[src/design/rne_pkg.sv]
// Shared types, constants and digit tables for the Roman numeral encoder.
// No dependencies; every other file in the design imports this package.
package rne_pkg;

   // Number of items that may be in flight between the request side and the sequencer.
   localparam int unsigned QDEPTH = 8;
   localparam int unsigned QPTR_W = $clog2(QDEPTH);
   localparam int unsigned QCNT_W = $clog2(QDEPTH + 1);

   // Largest value that has a numeral.
   localparam logic [11:0] MAX_VALUE = 12'd3999;

   // Decade steps used when splitting the value into decimal digits.
   localparam logic [11:0] STEP_THOU = 12'd1000;
   localparam logic [11:0] STEP_HUND = 12'd100;
   localparam logic [11:0] STEP_TENS = 12'd10;

   // ASCII codes of the numeral letters.
   localparam logic [6:0] SYM_I    = 7'h49;
   localparam logic [6:0] SYM_V    = 7'h56;
   localparam logic [6:0] SYM_X    = 7'h58;
   localparam logic [6:0] SYM_L    = 7'h4C;
   localparam logic [6:0] SYM_C    = 7'h43;
   localparam logic [6:0] SYM_D    = 7'h44;
   localparam logic [6:0] SYM_M    = 7'h4D;
   localparam logic [6:0] SYM_NONE = 7'h00;

   // Role of a letter within its decade.
   localparam logic [1:0] CODE_ONE  = 2'd0;
   localparam logic [1:0] CODE_FIVE = 2'd1;
   localparam logic [1:0] CODE_TEN  = 2'd2;

   // Decade indexes.
   localparam logic [1:0] DEC_UNITS = 2'd0;
   localparam logic [1:0] DEC_TENS  = 2'd1;
   localparam logic [1:0] DEC_HUND  = 2'd2;
   localparam logic [1:0] DEC_THOU  = 2'd3;

   // One classified item as it travels through the queue.
   typedef struct packed {
      logic       range_error;
      logic [3:0] thou;
      logic [3:0] hund;
      logic [3:0] tens;
      logic [3:0] units;
   } item_type;

   // Result of peeling one decimal digit off a value.
   typedef struct packed {
      logic [3:0]  digit;
      logic [11:0] rem;
   } split_type;

   // Finds the digit of r at the given decade step by nine parallel compares
   // against constant thresholds, and the remainder below that step.
   function automatic split_type split_dec(input logic [11:0] r, input logic [11:0] step);
      split_type   res;
      logic [15:0] thr;
      res.digit = '0;
      res.rem   = r;
      thr       = '0;
      for (int k = 1; k <= 9; k++) begin
         thr = thr + {4'b0, step};
         if ({4'b0, r} >= thr) begin
            res.digit = 4'(k);
            res.rem   = r - thr[11:0];
         end
      end
      return res;
   endfunction

   // Number of letters a decimal digit takes in a numeral.
   function automatic logic [2:0] dig_len(input logic [3:0] d);
      logic [2:0] len;
      unique case (d)
         4'd1, 4'd5:               len = 3'd1;
         4'd2, 4'd4, 4'd6, 4'd9:   len = 3'd2;
         4'd3, 4'd7:               len = 3'd3;
         4'd8:                     len = 3'd4;
         default:                  len = 3'd0;
      endcase
      return len;
   endfunction

   // Role of the k-th letter of a digit, following the subtractive pattern.
   function automatic logic [1:0] dig_code(input logic [3:0] d, input logic [1:0] k);
      logic [1:0] code;
      unique case (d)
         4'd4:                   code = (k == 2'd0) ? CODE_ONE : CODE_FIVE;
         4'd9:                   code = (k == 2'd0) ? CODE_ONE : CODE_TEN;
         4'd5, 4'd6, 4'd7, 4'd8: code = (k == 2'd0) ? CODE_FIVE : CODE_ONE;
         default:                code = CODE_ONE;
      endcase
      return code;
   endfunction

   // Letter for a role within a decade; the thousands decade only has M.
   function automatic logic [6:0] dec_sym(input logic [1:0] decade, input logic [1:0] code);
      logic [6:0] sym;
      unique case (decade)
         DEC_UNITS: sym = (code == CODE_ONE) ? SYM_I : ((code == CODE_FIVE) ? SYM_V : SYM_X);
         DEC_TENS:  sym = (code == CODE_ONE) ? SYM_X : ((code == CODE_FIVE) ? SYM_L : SYM_C);
         DEC_HUND:  sym = (code == CODE_ONE) ? SYM_C : ((code == CODE_FIVE) ? SYM_D : SYM_M);
         default:   sym = SYM_M;
      endcase
      return sym;
   endfunction

endpackage

[src/design/rne_front.sv]
// Request side of the Roman numeral encoder: range check and decimal digit split.
// Depends on rne_pkg. Feeds rne_queue and tracks the items in flight.
module rne_front
   import rne_pkg::*;
(
   input  logic        clock,
   input  logic        reset,
   input  logic        start,
   input  logic [11:0] req_value,
   input  logic        pop,
   output logic        busy,
   output logic        push,
   output item_type    push_item
);

   logic              s0_valid_ff, s0_valid_in;
   logic [11:0]       s0_value_ff, s0_value_in;
   logic              s0_err_ff, s0_err_in;
   logic              s1_valid_ff, s1_valid_in;
   logic [11:0]       s1_rem_ff, s1_rem_in;
   logic [3:0]        s1_thou_ff, s1_thou_in;
   logic              s1_err_ff, s1_err_in;
   logic              s2_valid_ff, s2_valid_in;
   logic [11:0]       s2_rem_ff, s2_rem_in;
   logic [3:0]        s2_thou_ff, s2_thou_in;
   logic [3:0]        s2_hund_ff, s2_hund_in;
   logic              s2_err_ff, s2_err_in;
   logic [QCNT_W-1:0] inflight_ff, inflight_in;
   logic              accept;
   split_type         thou_split;
   split_type         hund_split;
   split_type         tens_split;

   assign accept = start && !busy;
   assign busy   = (inflight_ff == QCNT_W'(QDEPTH));

   // Count items between acceptance and their hand-over to the sequencer.
   always_comb begin
      inflight_in = inflight_ff;
      if (accept && !pop) begin
         inflight_in = inflight_ff + QCNT_W'(1);
      end else if (pop && !accept) begin
         inflight_in = inflight_ff - QCNT_W'(1);
      end
   end

   // Stage 0 captures the value and flags values without a numeral.
   always_comb begin
      s0_valid_in = accept;
      s0_value_in = req_value;
      s0_err_in   = (req_value == 12'd0) || (req_value > MAX_VALUE);
   end

   // Stage 1 peels off the thousands digit.
   assign thou_split = split_dec(s0_value_ff, STEP_THOU);
   always_comb begin
      s1_valid_in = s0_valid_ff;
      s1_rem_in   = thou_split.rem;
      s1_thou_in  = thou_split.digit;
      s1_err_in   = s0_err_ff;
   end

   // Stage 2 peels off the hundreds digit.
   assign hund_split = split_dec(s1_rem_ff, STEP_HUND);
   always_comb begin
      s2_valid_in = s1_valid_ff;
      s2_rem_in   = hund_split.rem;
      s2_thou_in  = s1_thou_ff;
      s2_hund_in  = hund_split.digit;
      s2_err_in   = s1_err_ff;
   end

   // Tens and units are split on the way into the queue.
   assign tens_split = split_dec(s2_rem_ff, STEP_TENS);
   always_comb begin
      push                  = s2_valid_ff;
      push_item.range_error = s2_err_ff;
      push_item.thou        = s2_thou_ff;
      push_item.hund        = s2_hund_ff;
      push_item.tens        = tens_split.digit;
      push_item.units       = tens_split.rem[3:0];
   end

   always_ff @(posedge clock) begin
      if (reset) begin
         s0_valid_ff <= 1'b0;
         s1_valid_ff <= 1'b0;
         s2_valid_ff <= 1'b0;
         inflight_ff <= '0;
      end else begin
         s0_valid_ff <= s0_valid_in;
         s1_valid_ff <= s1_valid_in;
         s2_valid_ff <= s2_valid_in;
         inflight_ff <= inflight_in;
      end
   end

   // Payload registers need no reset.
   always_ff @(posedge clock) begin
      s0_value_ff <= s0_value_in;
      s0_err_ff   <= s0_err_in;
      s1_rem_ff   <= s1_rem_in;
      s1_thou_ff  <= s1_thou_in;
      s1_err_ff   <= s1_err_in;
      s2_rem_ff   <= s2_rem_in;
      s2_thou_ff  <= s2_thou_in;
      s2_hund_ff  <= s2_hund_in;
      s2_err_ff   <= s2_err_in;
   end

endmodule

[src/design/rne_queue.sv]
// Short queue of classified items between the request side and the sequencer.
// Depends on rne_pkg for the item type and depth.
module rne_queue
   import rne_pkg::*;
(
   input  logic     clock,
   input  logic     reset,
   input  logic     push,
   input  item_type push_item,
   input  logic     pop,
   output logic     empty,
   output logic     full,
   output item_type head
);

   item_type          mem [QDEPTH];
   logic [QPTR_W-1:0] wr_ptr_ff, wr_ptr_in;
   logic [QPTR_W-1:0] rd_ptr_ff, rd_ptr_in;
   logic [QCNT_W-1:0] count_ff, count_in;

   assign empty = (count_ff == '0);
   assign full  = (count_ff == QCNT_W'(QDEPTH));
   assign head  = mem[rd_ptr_ff];

   // Pointer and fill level update; both sides may transfer in one cycle.
   always_comb begin
      wr_ptr_in = push ? wr_ptr_ff + QPTR_W'(1) : wr_ptr_ff;
      rd_ptr_in = pop ? rd_ptr_ff + QPTR_W'(1) : rd_ptr_ff;
      count_in  = count_ff;
      if (push && !pop) begin
         count_in = count_ff + QCNT_W'(1);
      end else if (pop && !push) begin
         count_in = count_ff - QCNT_W'(1);
      end
   end

   always_ff @(posedge clock) begin
      if (reset) begin
         wr_ptr_ff <= '0;
         rd_ptr_ff <= '0;
         count_ff  <= '0;
      end else begin
         wr_ptr_ff <= wr_ptr_in;
         rd_ptr_ff <= rd_ptr_in;
         count_ff  <= count_in;
      end
   end

   // Storage is written at the write pointer.
   always_ff @(posedge clock) begin
      if (push) begin
         mem[wr_ptr_ff] <= push_item;
      end
   end

endmodule

[src/design/rne_back.sv]
// Letter sequencer of the Roman numeral encoder: one letter per cycle.
// Depends on rne_pkg; takes items from rne_queue and drives the result ports.
module rne_back
   import rne_pkg::*;
(
   input  logic       clock,
   input  logic       reset,
   input  logic       q_empty,
   input  item_type   q_head,
   output logic       pop,
   output logic       rsp_valid,
   output logic [6:0] rsp_symbol,
   output logic       rsp_last,
   output logic       rsp_range_error
);

   logic       act_ff, act_in;
   item_type   item_ff, item_in;
   logic [3:0] mask_ff, mask_in;
   logic [1:0] k_ff, k_in;
   logic       valid_ff, valid_in;
   logic [6:0] symbol_ff, symbol_in;
   logic       last_ff, last_in;
   logic       err_ff, err_in;
   logic [1:0] decade;
   logic [3:0] digit;
   logic [2:0] len;
   logic       digit_end;
   logic [3:0] mask_next;
   logic       fin;

   // Highest decade that still has letters to send.
   always_comb begin
      priority if (mask_ff[3]) begin
         decade = DEC_THOU;
      end else if (mask_ff[2]) begin
         decade = DEC_HUND;
      end else if (mask_ff[1]) begin
         decade = DEC_TENS;
      end else begin
         decade = DEC_UNITS;
      end
   end

   always_comb begin
      unique case (decade)
         DEC_THOU: digit = item_ff.thou;
         DEC_HUND: digit = item_ff.hund;
         DEC_TENS: digit = item_ff.tens;
         default:  digit = item_ff.units;
      endcase
   end

   // Letter position within the digit and the end of the whole numeral.
   always_comb begin
      len       = dig_len(digit);
      digit_end = ({1'b0, k_ff} == (len - 3'd1));
      mask_next = mask_ff;
      if (digit_end) begin
         mask_next[decade] = 1'b0;
      end
      fin = act_ff && (item_ff.range_error || (digit_end && (mask_next == 4'd0)));
      pop = (!act_ff || fin) && !q_empty;
   end

   // Next sequencer state: load a new item as soon as the current one ends.
   always_comb begin
      act_in  = act_ff;
      item_in = item_ff;
      mask_in = mask_ff;
      k_in    = k_ff;
      if (pop) begin
         act_in  = 1'b1;
         item_in = q_head;
         mask_in = {q_head.thou != 4'd0, q_head.hund != 4'd0,
                    q_head.tens != 4'd0, q_head.units != 4'd0};
         k_in    = 2'd0;
      end else if (fin) begin
         act_in = 1'b0;
      end else if (act_ff) begin
         mask_in = mask_next;
         k_in    = digit_end ? 2'd0 : k_ff + 2'd1;
      end
   end

   // Registered result for the current letter.
   always_comb begin
      valid_in  = act_ff;
      symbol_in = item_ff.range_error ? SYM_NONE : dec_sym(decade, dig_code(digit, k_ff));
      last_in   = fin;
      err_in    = item_ff.range_error;
   end

   always_ff @(posedge clock) begin
      if (reset) begin
         act_ff   <= 1'b0;
         valid_ff <= 1'b0;
      end else begin
         act_ff   <= act_in;
         valid_ff <= valid_in;
      end
   end

   always_ff @(posedge clock) begin
      item_ff   <= item_in;
      mask_ff   <= mask_in;
      k_ff      <= k_in;
      symbol_ff <= symbol_in;
      last_ff   <= last_in;
      err_ff    <= err_in;
   end

   assign rsp_valid       = valid_ff;
   assign rsp_symbol      = symbol_ff;
   assign rsp_last        = last_ff;
   assign rsp_range_error = err_ff;

endmodule

[src/design/roman_numeral_encoder.sv]
// Top level of the Roman numeral encoder.
// Depends on rne_pkg, rne_front, rne_queue and rne_back.

// A value is transferred at a rising edge where start is high and busy is low.
// Each value yields its numeral as one ASCII letter per cycle on rsp_symbol,
// strobed by rsp_valid, with rsp_last on the final letter; a value of 0 or
// above 3999 yields a single result with symbol 0, rsp_last and
// rsp_range_error set. A value passes the split stages, the queue and the
// sequencer registers before its first letter shows, then yields as many
// letters as its numeral has, from 1 to 15 (3888 is the longest), with no
// gap to the next value's letters when that value is already queued. The
// output letter sequencer sets the sustained rate. Up to eight values may be
// held between transfer and the sequencer; busy rises only when all are taken.
// Results cannot be held off: every strobed result must be taken in its cycle.
module roman_numeral_encoder
   import rne_pkg::*;
(
   input  logic        clock,
   input  logic        reset,
   input  logic        start,
   output logic        busy,
   input  logic [11:0] req_value,
   output logic        rsp_valid,
   output logic [6:0]  rsp_symbol,
   output logic        rsp_last,
   output logic        rsp_range_error
);

   logic     push;
   item_type push_item;
   logic     pop;
   logic     q_empty;
   logic     q_full;
   item_type q_head;

   // Range check and decimal split.
   rne_front u_front (
      .clock     (clock),
      .reset     (reset),
      .start     (start),
      .req_value (req_value),
      .pop       (pop),
      .busy      (busy),
      .push      (push),
      .push_item (push_item)
   );

   // Decoupling queue.
   rne_queue u_queue (
      .clock     (clock),
      .reset     (reset),
      .push      (push),
      .push_item (push_item),
      .pop       (pop),
      .empty     (q_empty),
      .full      (q_full),
      .head      (q_head)
   );

   // Letter sequencer and result registers.
   rne_back u_back (
      .clock           (clock),
      .reset           (reset),
      .q_empty         (q_empty),
      .q_head          (q_head),
      .pop             (pop),
      .rsp_valid       (rsp_valid),
      .rsp_symbol      (rsp_symbol),
      .rsp_last        (rsp_last),
      .rsp_range_error (rsp_range_error)
   );

`ifndef SYNTHESIS
   // The in-flight limit must keep the queue from ever overflowing.
   a_no_overflow: assert property (@(posedge clock) disable iff (reset)
      !(push && q_full && !pop))
      else $error("queue written while full");

   // The sequencer never takes an item from an empty queue.
   a_no_underflow: assert property (@(posedge clock) disable iff (reset)
      !(pop && q_empty))
      else $error("queue read while empty");

   // A flagged result stands alone: it ends its run and carries no letter.
   a_error_alone: assert property (@(posedge clock) disable iff (reset)
      (rsp_valid && rsp_range_error) |-> (rsp_last && (rsp_symbol == SYM_NONE)))
      else $error("flagged result not a lone empty result");

   // Every unflagged result is a real letter.
   a_letter: assert property (@(posedge clock) disable iff (reset)
      (rsp_valid && !rsp_range_error) |-> (rsp_symbol != SYM_NONE))
      else $error("numeral result without a letter");

   // No result straight after reset.
   a_reset_quiet: assert property (@(posedge clock)
      reset |=> !rsp_valid)
      else $error("result strobed after reset");
`endif

endmodule

[config.mk]
export PLATFORM = sky130hd
export DESIGN_NAME = roman_numeral_encoder
export DESIGN_NICKNAME = d
export VERILOG_FILES = /design/src/design/rne_pkg.sv /design/src/design/rne_front.sv /design/src/design/rne_queue.sv /design/src/design/rne_back.sv /design/src/design/roman_numeral_encoder.sv
export SDC_FILE = /design/constraint.sdc
export NUM_CORES = 1
export LEC_CHECK = 0
export ABC_CLOCK_PERIOD_IN_PS = 4200
export BUFFER_PORTS_ARGS = -buffer_cell sky130_fd_sc_hd__buf_2
export CAP_MARGIN = 20
export CORE_UTILIZATION = 45
export DETAILED_ROUTE_END_ITERATION = 8
export GPL_ROUTABILITY_DRIVEN = 1
export GPL_TIMING_DRIVEN = 1
export SYNTH_ARGS = -nofsm -noshare
export SYNTH_HDL_FRONTEND = slang
export SYNTH_SLANG_ARGS = --single-unit
[constraint.sdc]
create_clock -name clock -period 4.2 [get_ports clock]
set_clock_uncertainty 0.1 [all_clocks]
set_input_delay 0.42 -clock clock [delete_from_list [all_inputs] [get_ports clock]]
set_output_delay 0.42 -clock clock [all_outputs]
set_load 0.01 [all_outputs]
Word level (Yosys, flattened, before mapping)
Memories as Yosys holds them, arrays and structs flattened. A register that Yosys moved wholly into a read port is not among the register bits.
Index checks and enable logic that the tools add are counted.
Widths: inputs -> output; s select.
{"block": "classes", "bitwise_logic": 3, "n_mux": 54, "addsub": 30, "order_cmp": 25, "n_eq_ne": 13, "n_reduce_logical": 37}
{"operator": "$mux 15", "n": 8}
{"operator": "$mux 14", "n": 6}
{"operator": "$ge 12x10->1 const B", "n": 5}
{"operator": "$sub 12x10->12 const B", "n": 5}
{"operator": "$mux 13", "n": 4}
{"operator": "$ge 12x7->1 const B", "n": 4}
{"operator": "$sub 12x7->12 const B", "n": 4}
{"operator": "$mux 4", "n": 11}
{"operator": "$ge 12x6->1 const B", "n": 3}
{"operator": "$ge 12x9->1 const B", "n": 3}
{"operator": "$sub 12x6->12 const B", "n": 3}
{"operator": "$sub 12x9->12 const B", "n": 3}
{"operator": "$mux 16", "n": 2}
{"operator": "$ge 12x12->1 const B", "n": 2}
{"operator": "$ge 12x5->1 const B", "n": 2}
{"operator": "$mux 12", "n": 2}
{"operator": "$sub 12x12->12 const B", "n": 2}
{"operator": "$sub 12x5->12 const B", "n": 2}
{"operator": "$mux 7", "n": 3}
{"operator": "$pmux 7 s3", "n": 1}
{"operator": "$eq 4x3->1 const B", "n": 4}
{"operator": "$reduce_bool 4->1", "n": 4}
{"operator": "$eq 4x4->1 const B", "n": 3}
{"operator": "$ge 12x11->1 const B", "n": 1}
{"operator": "37 further kinds", "n": 75}
{"block": "word_totals", "n_memories": 2, "mem_bits_ro": 48, "input_bits": 15, "wordCells": 194, "ramBits": 136, "output_inout_bits": 11, "register_bits": 102}
{"memory": "u_queue.mem", "words": 8, "width": 17, "rd": 1, "rd_ports_with_merged_regs": 1, "write_ports": 1, "line": "rne_queue.sv:16", "text": "item_type mem [QDEPTH];"}
{"memory": "(name not given)", "words": 16, "width": 3, "rd": 1, "rd_ports_with_merged_regs": 0, "write_ports": 0, "line": "rne_pkg.sv:75", "text": "unique case (d)"}

Depth between registers and ports, before layout
Gate-level depths: netlist (run 1).
{"block": "logic_depth", "ltp_word": 19, "mapped_depth": 21, "ltp_nobuf": 19}

Cells and area by module
A second synthesis (run 1) with hierarchy kept.
{"block": "hier_totals", "hier_cells": 1005, "area_unflattened_um2": 12065.3}
{"module": "rne_queue", "area_per_inst_um2": 5816.8, "cells_each": 266, "n_inst": 1, "seq_area_each_um2": 4344.2}
{"module": "rne_front", "area_per_inst_um2": 4548.1, "cells_each": 577, "n_inst": 1, "seq_area_each_um2": 1121.1}
{"module": "rne_back", "area_per_inst_um2": 1700.4, "cells_each": 162, "n_inst": 1, "seq_area_each_um2": 870.8}

Least setup slack after synthesis (run 1)
No wires, ideal clock.
{"block": "synth_timing", "kind": "reg2reg", "start": "register u_back.mask_ff[1]", "end": "register u_front.inflight_ff[3]", "n_path_buf": 2, "stages_incl_launch_ff": 21, "required_time_ns": 4.029, "synth_period_minus_slack_ns": 4.412, "setup_slack_ns": -0.212, "arrival_time_ns": 4.241, "setup_time_ns": 0.071, "cell_sequence": "edfxtp_1 buf_6 mux2_1 mux2i_1 o21ai_1 o32a_1 ha_1 xor2_1 and2_1 nand2_1 o2111a_1 or2_1 buf_4 ha_1 inv_1 ha_1 a21o_1 a21oi_1 xnor2_1 or3_1 a21oi_1"}
{"block": "synth_between", "elab_chain_cells": 19, "word_cells_on_any_way": 29, "cone_classes": "add/sub: 1; order compare: 2; eq/ne: 4; mux: 8; bitwise: 2; reduce/logical: 11; memory: 1"}
{"element": "start, declared", "line": "rne_back.sv:19", "text": "logic [3:0] mask_ff, mask_in;"}
{"element": "start signal, assigned", "line": "rne_back.sv:106", "text": "mask_ff <= mask_in;"}
{"element": "parallel branches: the longest is 11 deep, another holds $mem_v2 16x3"}
{"element": "$logic_and 1x1->1 *", "line": "rne_back.sv:62", "text": "fin = act_ff && (item_ff.range_error || (digit_end && (mask_next == 4'd0)));"}
{"element": "$logic_or 1x1->1 *", "line": "rne_back.sv:62"}
{"element": "$logic_and 1x1->1 *", "line": "rne_back.sv:62"}
{"element": "$logic_or 1x1->1 *", "line": "rne_back.sv:63", "text": "pop = (!act_ff || fin) && !q_empty;"}
{"element": "$logic_and 1x1->1 *", "line": "rne_back.sv:63"}
{"element": "$logic_not 1->1", "line": "rne_front.sv:40", "text": "if (accept && !pop) begin"}
{"element": "$logic_and 1x1->1", "line": "rne_front.sv:40"}
{"element": "$mux 4 / $reduce_bool 2->1 (equally long branches)"}
{"element": "end signal, assigned", "line": "rne_front.sv:94", "text": "inflight_ff <= inflight_in;"}
{"element": "end, declared", "line": "rne_front.sv:28", "text": "logic [QCNT_W-1:0] inflight_ff, inflight_in;"}
Mark *: on every way between the ends.
A chain may end at the register's enable or synchronous reset.

Final worst setup path (run 1)
Ends and elaborated chain as after synthesis.

==> impl_metrics.json, run 1 <==
{
  "status": "completed",
  "min_to": "u_front.inflight_ff[1]",
  "yosysSeqAreaShare_pct": 53.2,
  "synth_adder_area_share_pct": 5.60,
  "powerDensity_nw_per_um2": 611,
  "gp_congestion": 0.879,
  "synthesis.nets": 1008,
  "ys_types": 94,
  "synth_xor_area_share_pct": 1.77,
  "grt_max_degree": 33,
  "fin_setup_tns_ps": 0,
  "initial_core_util_pct": 46.3,
  "die-height_um": 161,
  "fillers": 2078,
  "switching_power_mw": 2.58,
  "grt_pass1_wl_mm": 40.9,
  "ctsHtreeMaxLevel": 1,
  "maxSlewViolCount": 0,
  "worstMarginPinSlew_ps": 999,
  "via_count": 7868,
  "pwr-share-seq_pct": 38.3,
  "clk-insertion-delay-late_ps": 530,
  "cts_root_buffer": "clkbuf_16",
  "clockBufferDepth": 3,
  "syn_to_final_growth_pct": 15.0,
  "crit_start": "u_back.mask_ff[1]",
  "reg2reg_from": "u_back.mask_ff[1]",
  "synth_flop_cell": "edfxtp_1",
  "period_minus_slack_ps": 4130,
  "hold_viol_final": 0,
  "leakage_nw": 4.64,
  "drt_iter0_drc": 477,
  "rr_worst_depth": 19,
  "holdWs_ps": 186,
  "fin_crit_sh_pct": 98.3,
  "io_buffers": 24,
  "grt_overflow": 0,
  "crit_fanout": 6,
  "drt-total-wl_mm": 25.7,
  "p_sw_share_pct": 32.2,
  "die_w_um": 161,
  "final_nets": 1070,
  "drive_gt1_share_pct": 20.3,
  "core_um2": 24600,
  "peakVddDrop_v": 0.000338,
  "setup_viol": 0,
  "drt-pass1-iter-count": 5,
  "wl_per_cell_um": 19.0,
  "die_area_um2": 26000,
  "ys_seq_elements": 229,
  "worstPathRequired_ps": 4570,
  "final_cell_mix": "edfxtp_1 (148), dfxtp_1 (80), a21oi_1 (61)",
  "worstPathArrival_ps": 4500,
  "combPwrFrac_pct": 33.4,
  "synth_top_family_by_area": "compound AO/OA/AOI/OAI gates",
  "first_global_vias": 7646,
  "p_int_mw": 5.42,
  "muxShareOfSynthArea_pct": 9.83,
  "async_flop_share_pct": 0,
  "numCtsBuffers": 25,
  "yosysWarnings": 0,
  "antenna_left": 0,
  "n_antenna_cell": 0,
  "hold_start": "reset",
  "syn_area_per_cell_um2": 12.1,
  "synth_top_area_cell": "edfxtp_1",
  "r2r_slack_ps": 70,
  "ios": 26,
  "grt_usage_pct": 19.8,
  "cts_tree": "yes",
  "final_common_cell": "edfxtp_1",
  "relSlewSlack_pct": 33.3,
  "cts.sinks": 229,
  "worstReg2RegEnd": "u_front.inflight_ff[3]",
  "end_kind": "flop",
  "whs_path_depth": 2,
  "path_class": "reg -> reg",
  "cp-start-kind": "flop",
  "clkTransAtPathRegs_ps": 60,
  "rows": 57,
  "synth_edf_count": 148,
  "hpwl_mm": 17.2,
  "drv_cap": 0,
  "rsz0062_at_grt": "yes",
  "synth.area.top_cells": "edfxtp_1 (39%), dfxtp_1 (14%), mux4_2 (6.3%)",
  "hp-class": "in -> reg",
  "power_frac_clock_pct": 28.3,
  "antenna_found_initial": 0,
  "fmax_mhz": 242,
  "synth_compound_area_share_pct": 15.6,
  "synth_top_area_share_pct": 39.0,
  "syn_area_um2": 11400,
  "synth-simple-area-share_pct": 10.6,
  "netlist_instances": 944,
  "vias_per_cell": 5.83,
  "drc": 0
}
per-layer routing:
metal	part of all wire [%]	vias to the layer above	wire (µm)	track usage (%)
met3	4.7	36	1200	2.57
met4	1.8	0	465	5.10
li1	-	3780	-	-
met1	46	3849	11800	27.5
met2	47	203	12200	32.9
met5	0	-	0	0
cell families (layout without fill, tap and decap cells):
group	count (synthesis)	in the layout
AO/OA/AOI/OAI	260	260
XOR/XNOR	23	23
buffers and inverters	81	162
flip-flops	229	229
other	1	1
AND/OR/NAND/NOR	232	232
adder cells (fa/ha/maj)	50	50
multiplexers	68	68
registers in the layout, indices dropped and copies added, names as in the netlist, 2 cells and up, named ones only:
signal	count
u_queue.mem	128
u_back.item_ff	15
u_front.s0_value_ff	12
u_front.s1_rem_ff	12
u_front.s2_rem_ff	12
u_back.rsp_symbol	6
u_back.mask_ff	4
u_front.inflight_ff	4
u_front.s2_hund_ff	4
u_queue.count_ff	4
u_front.s1_thou_ff	3
u_front.s2_thou_ff	3
u_queue.rd_ptr_ff	3
u_queue.wr_ptr_ff	3
u_back.k_ff	2
synthesized netlist by cell type (22+ instances only):
library cell	n
edfxtp_1	148
clkbuf_1	22
mux4_2	32
nand2_1	53
a21oi_1	64
dfxtp_1	81
ha_1	47
nor2_1	47
nand3_1	23
inv_1	33
o21ai_0	54
worst max-delay path, stage by stage, from the launching register on:
cell      delay [ps]
edfxtp_1         450
buf_6            170
mux2_4           230
o221a_4          190
nand2_1           70
o32a_1           300
ha_1             290
xor2_1           180
and2_1           170
nand2_1           70
o2111a_1         280
or2_4            300
ha_4             180
inv_2             70
ha_1             230
a21o_1           160
a21oi_2          130
xnor2_1           80
or3_1            320
a21oi_2          110
metrics by stage:
stage / utilization (%) / setup slack (ps) / power (mW) / std cells / instance area [µm²]
5_1_grt: 53.3 / -115 / 8.43 / 1349 / 13100
2_1_floorplan: - / -26.1 / 4.95 / 944 / 11400
4_1_cts: 52.9 / 1.96 / 7.95 / 1343 / 13000
3_5_place_dp: 48.8 / -86.2 / 5.61 / 1284 / 12000
6_report: 53.3 / 69.9 / 8.00 / 1349 / 13100
3_3_place_gp: 48.8 / -14.0 / 5.59 / 1284 / 12000
worst max path at each step:
stage               depth (start not counted)                     end  slack [ps]
global route                               19  u_front.inflight_ff[3]        -110
detailed placement                         19  u_front.inflight_ff[3]         -90
floorplan                                  20  u_front.inflight_ff[3]         -30
global placement                           19  u_front.inflight_ff[3]         -10
finish                                     19  u_front.inflight_ff[3]          70
CTS                                        19  u_front.inflight_ff[3]           2
cell type report:
type	count	area, µm²	share of cell area, %
clock inverter	14	196	1.50
sequential	229	6070	46.3
clock buffer	32	667	5.09
inverter	37	139	1.06
timing repair buffer	79	579	4.42
tap	324	405	3.09
multi-input combinational	634	5050	38.5
power by group through the flow:
| stage | Clock, mW | Sequential [mW] | Combinational (mW) |
|---|---|---|---|
| after floorplan | 0 | 2.96 | 1.99 |
| after global placement | 0 | 3.10 | 2.48 |
| after detailed placement | 0 | 3.11 | 2.51 |
| after CTS | 2.32 | 3.06 | 2.57 |
| after global routing | 2.39 | 3.11 | 2.93 |
| final | 2.27 | 3.06 | 2.67 |
what timing repair did:
action	in CTS	in global routing
pin swaps	0	7
endpoints found under the setup margin	2	2
endpoints found under the hold margin	12	0
hold buffers	12	0
gates resized for setup	1	7
buffers inserted	1	6
Power figures use the tool's default switching activity.
==> run 2: changes to the inputs <==
--- a/config.mk
+++ b/config.mk
@@ -5,13 +5,15 @@
 export SDC_FILE = /design/constraint.sdc
 export NUM_CORES = 1
 export LEC_CHECK = 0
+export ABC_AREA = 1
 export ABC_CLOCK_PERIOD_IN_PS = 4200
 export BUFFER_PORTS_ARGS = -buffer_cell sky130_fd_sc_hd__buf_2
 export CAP_MARGIN = 20
-export CORE_UTILIZATION = 45
+export CORE_UTILIZATION = 57
 export DETAILED_ROUTE_END_ITERATION = 8
 export GPL_ROUTABILITY_DRIVEN = 1
 export GPL_TIMING_DRIVEN = 1
+export PLACE_DENSITY = 0.76
 export SYNTH_ARGS = -nofsm -noshare
 export SYNTH_HDL_FRONTEND = slang
 export SYNTH_SLANG_ARGS = --single-unit
==> run 2 against run 1 <==
Against the previous run:
- combinational power up 12%
- hold slack worse by 99 ps
- sequential power about the same
- highest routed layer unchanged
==> impl_metrics.json, run 2 <==
{
  "rsz0062_at_grt": "yes",
  "synth_top_area_share_pct": 38.6,
  "hold_start": "start",
  "relSlewSlack_pct": 33.0,
  "final_nets": 1437,
  "cts.sinks": 229,
  "power_mw": 7.99,
  "ios": 26,
  "end_kind": "flop",
  "powerDensity_nw_per_um2": 612,
  "grt_use_met2_pct": 45.8,
  "drc": 0,
  "drt-total-wl_mm": 26.8,
  "antenna_found_initial": 0,
  "rr_worst_depth": 27,
  "core_um2": 19700,
  "synth_flop_cell": "edfxtp_1",
  "use_met3_pct": 2.81,
  "antenna_left": 0,
  "synth_top_area_cell": "edfxtp_1",
  "syn_to_final_growth_pct": 13.4,
  "async_flop_share_pct": 0,
  "synthesis.nets": 1376,
  "die-height_um": 144,
  "cts_tree": "yes",
  "post-route-util_pct": 66.4,
  "synth_edf_count": 148,
  "grt_overflow": 0,
  "n_antenna_cell": 0,
  "synth.top_cells.by_count": "nand2_1 (252), nor2_1 (172), edfxtp_1 (148)",
  "worstMarginPinSlew_ps": 998,
  "final_cell_mix": "nand2_1 (248), nor2_1 (172), edfxtp_1 (148)",
  "min_to": "u_front.s0_valid_ff",
  "fmax_mhz": 244,
  "yosysWarnings": 0,
  "maxSlewViolCount": 0,
  "ctsHtreeMaxLevel": 1,
  "drt_iter0_drc": 730,
  "peakVddDrop_v": 0.000397,
  "numCtsBuffers": 23,
  "drv_cap": 0,
  "ys_types": 49,
  "die_area_um2": 20800,
  "drt-pass1-iter-count": 5,
  "grtUsageMet1_pct": 34.7,
  "holdWs_ps": 87.2,
  "grt_max_degree": 65,
  "syn_area_per_cell_um2": 8.77,
  "grt-busiest-layer": "met2",
  "yosysSeqAreaShare_pct": 52.7,
  "worstPathArrival_ps": 4390,
  "yosysMostFrequentCell": "nand2_1",
  "wl_per_cell_um": 16.2,
  "grt_pass1_wl_mm": 42.7,
  "top_register": "u_queue.mem",
  "ys_seq_elements": 229,
  "die_w_um": 144,
  "setup_viol": 0,
  "io_buffers": 24,
  "synth.area.top_cells": "edfxtp_1 (39%), dfxtp_1 (14%), nand2_1 (8.2%)",
  "clkTransAtPathRegs_ps": 60,
  "largest_reg_flops": 128,
  "syn_area_um2": 11500,
  "rows": 51,
  "status": "completed",
  "initial_core_util_pct": 58.6,
  "hold_viol_final": 0,
  "final_common_cell": "nand2_1",
  "crit_fanout": 5,
  "whs_path_depth": 3,
  "hp-class": "in -> reg",
  "drive_gt1_share_pct": 10.2,
  "path_class": "reg -> reg",
  "hpwl_mm": 17.5,
  "cp-start-kind": "flop",
  "reg2reg_from": "u_back.mask_ff[2]",
  "period_minus_slack_ps": 4100,
  "worstReg2RegEnd": "u_front.inflight_ff[3]",
  "leakage_nw": 5.34,
  "gp_congestion": 0.968,
  "netlist_instances": 1312,
  "first_global_vias": 8536,
  "cts_root_buffer": "clkbuf_16",
  "clk-insertion-delay-late_ps": 510,
  "largest_registers": "u_queue.mem x128, u_back.item_ff x15",
  "grt_usage_pct": 26.4,
  "worstPathRequired_ps": 4490,
  "vias_per_cell": 5.59,
  "via_count": 9236,
  "r2r_slack_ps": 100,
  "clockBufferDepth": 3,
  "fin_crit_sh_pct": 97.6,
  "fin_setup_tns_ps": 0
}
## run 2: cell count changes in the layout (fill, tap and decap cells not counted), sizes merged, moves of 22 or more
cell / change
o21ai: +84
xor2: +30
nand2: +207
mux2: -22
o22ai: +27
mux4: -32
nand3: +38
inv: +96
nor2: +130
## run 2: metal layers
metal | vias up | wire, µm | part of all wire, %
li1 | 4568 | - | -
met1 | 4257 | 11100 | 42
met2 | 358 | 13200 | 49
met3 | 53 | 1870 | 7.0
met4 | 0 | 620 | 2.3
met5 | - | 0 | 0
## run 2: area by class of cell
class,instances,area (µm²)
fill,1595,6600
inverter,138,520
sequential,229,6070
clock buffer,28,626
clock inverter,12,109
timing repair buffer,73,518
tap,265,332
multi-input combinational,908,4880
## run 2: logic make-up after synthesis
family / Yosys count / synth area share, %
fa+ha+maj: 49 / 5.46
compound gates: 289 / 13.8
other cells: 1 / 0.0326
buf+inv: 175 / 5.84
mux: 1 / 0.0870
flops: 229 / 52.7
simple gates: 530 / 19.2
xor+xnor: 38 / 2.89
## run 2: repair_timing
item                       in CTS  in global routing
buffers inserted                2                 11
hold buffers                   12                  0
pin swaps                       0                 20
hold endpoints to repair       12                  0
setup endpoints to repair       2                  2
resized for setup               2                 22
## run 2: worst max path at each step
stage                       from                      to  slack, ps  depth (start not counted)
3_3_place_gp   u_back.mask_ff[2]  u_front.inflight_ff[3]         90                         27
6_report       u_back.mask_ff[2]  u_front.inflight_ff[3]        100                         27
4_1_cts        u_back.mask_ff[3]     u_queue.count_ff[3]         60                         27
2_1_floorplan  u_back.mask_ff[3]  u_front.inflight_ff[3]        130                         28
3_5_place_dp   u_back.mask_ff[2]  u_front.inflight_ff[3]        -20                         27
5_1_grt        u_back.mask_ff[2]  u_front.inflight_ff[3]       -230                         27
## run 2: per-stage QoR
stage | area, µm² | instances | setup slack, ps
2_1_floorplan | 11500 | 1312 | 132
3_3_place_gp | 12000 | 1588 | 87.8
3_5_place_dp | 12000 | 1588 | -23.5
4_1_cts | 12900 | 1642 | 56.8
5_1_grt | 13100 | 1653 | -226
6_report | 13100 | 1653 | 99.3
## run 2: report_power, final
part | internal [mW] | switching [mW] | leakage, nW
registers | 2.81 | 0.246 | 2.05
clock network | 1.13 | 0.826 | 0.353
logic | 1.07 | 1.91 | 2.94
total | 5.01 | 2.98 | 5.34
## run 2: worst max-delay path, stage by stage, from the launching register on
cell,delay (ps)
edfxtp_1,480
inv_2,140
nand2_4,70
nor2_4,160
nand2_1,80
nand2_2,80
a32oi_1,100
o21ai_1,140
inv_1,80
ha_4,260
xor2_1,130
nand2_1,100
nor2_4,140
nand2_2,80
a21oi_2,120
nand3_2,120
nand3_4,110
nand2_4,80
ha_4,180
inv_4,90
ha_4,220
and3_4,170
a211oi_2,240
nor2_1,90
nor2_1,120
nand2_1,80
o21ai_1,130
a21oi_1,60
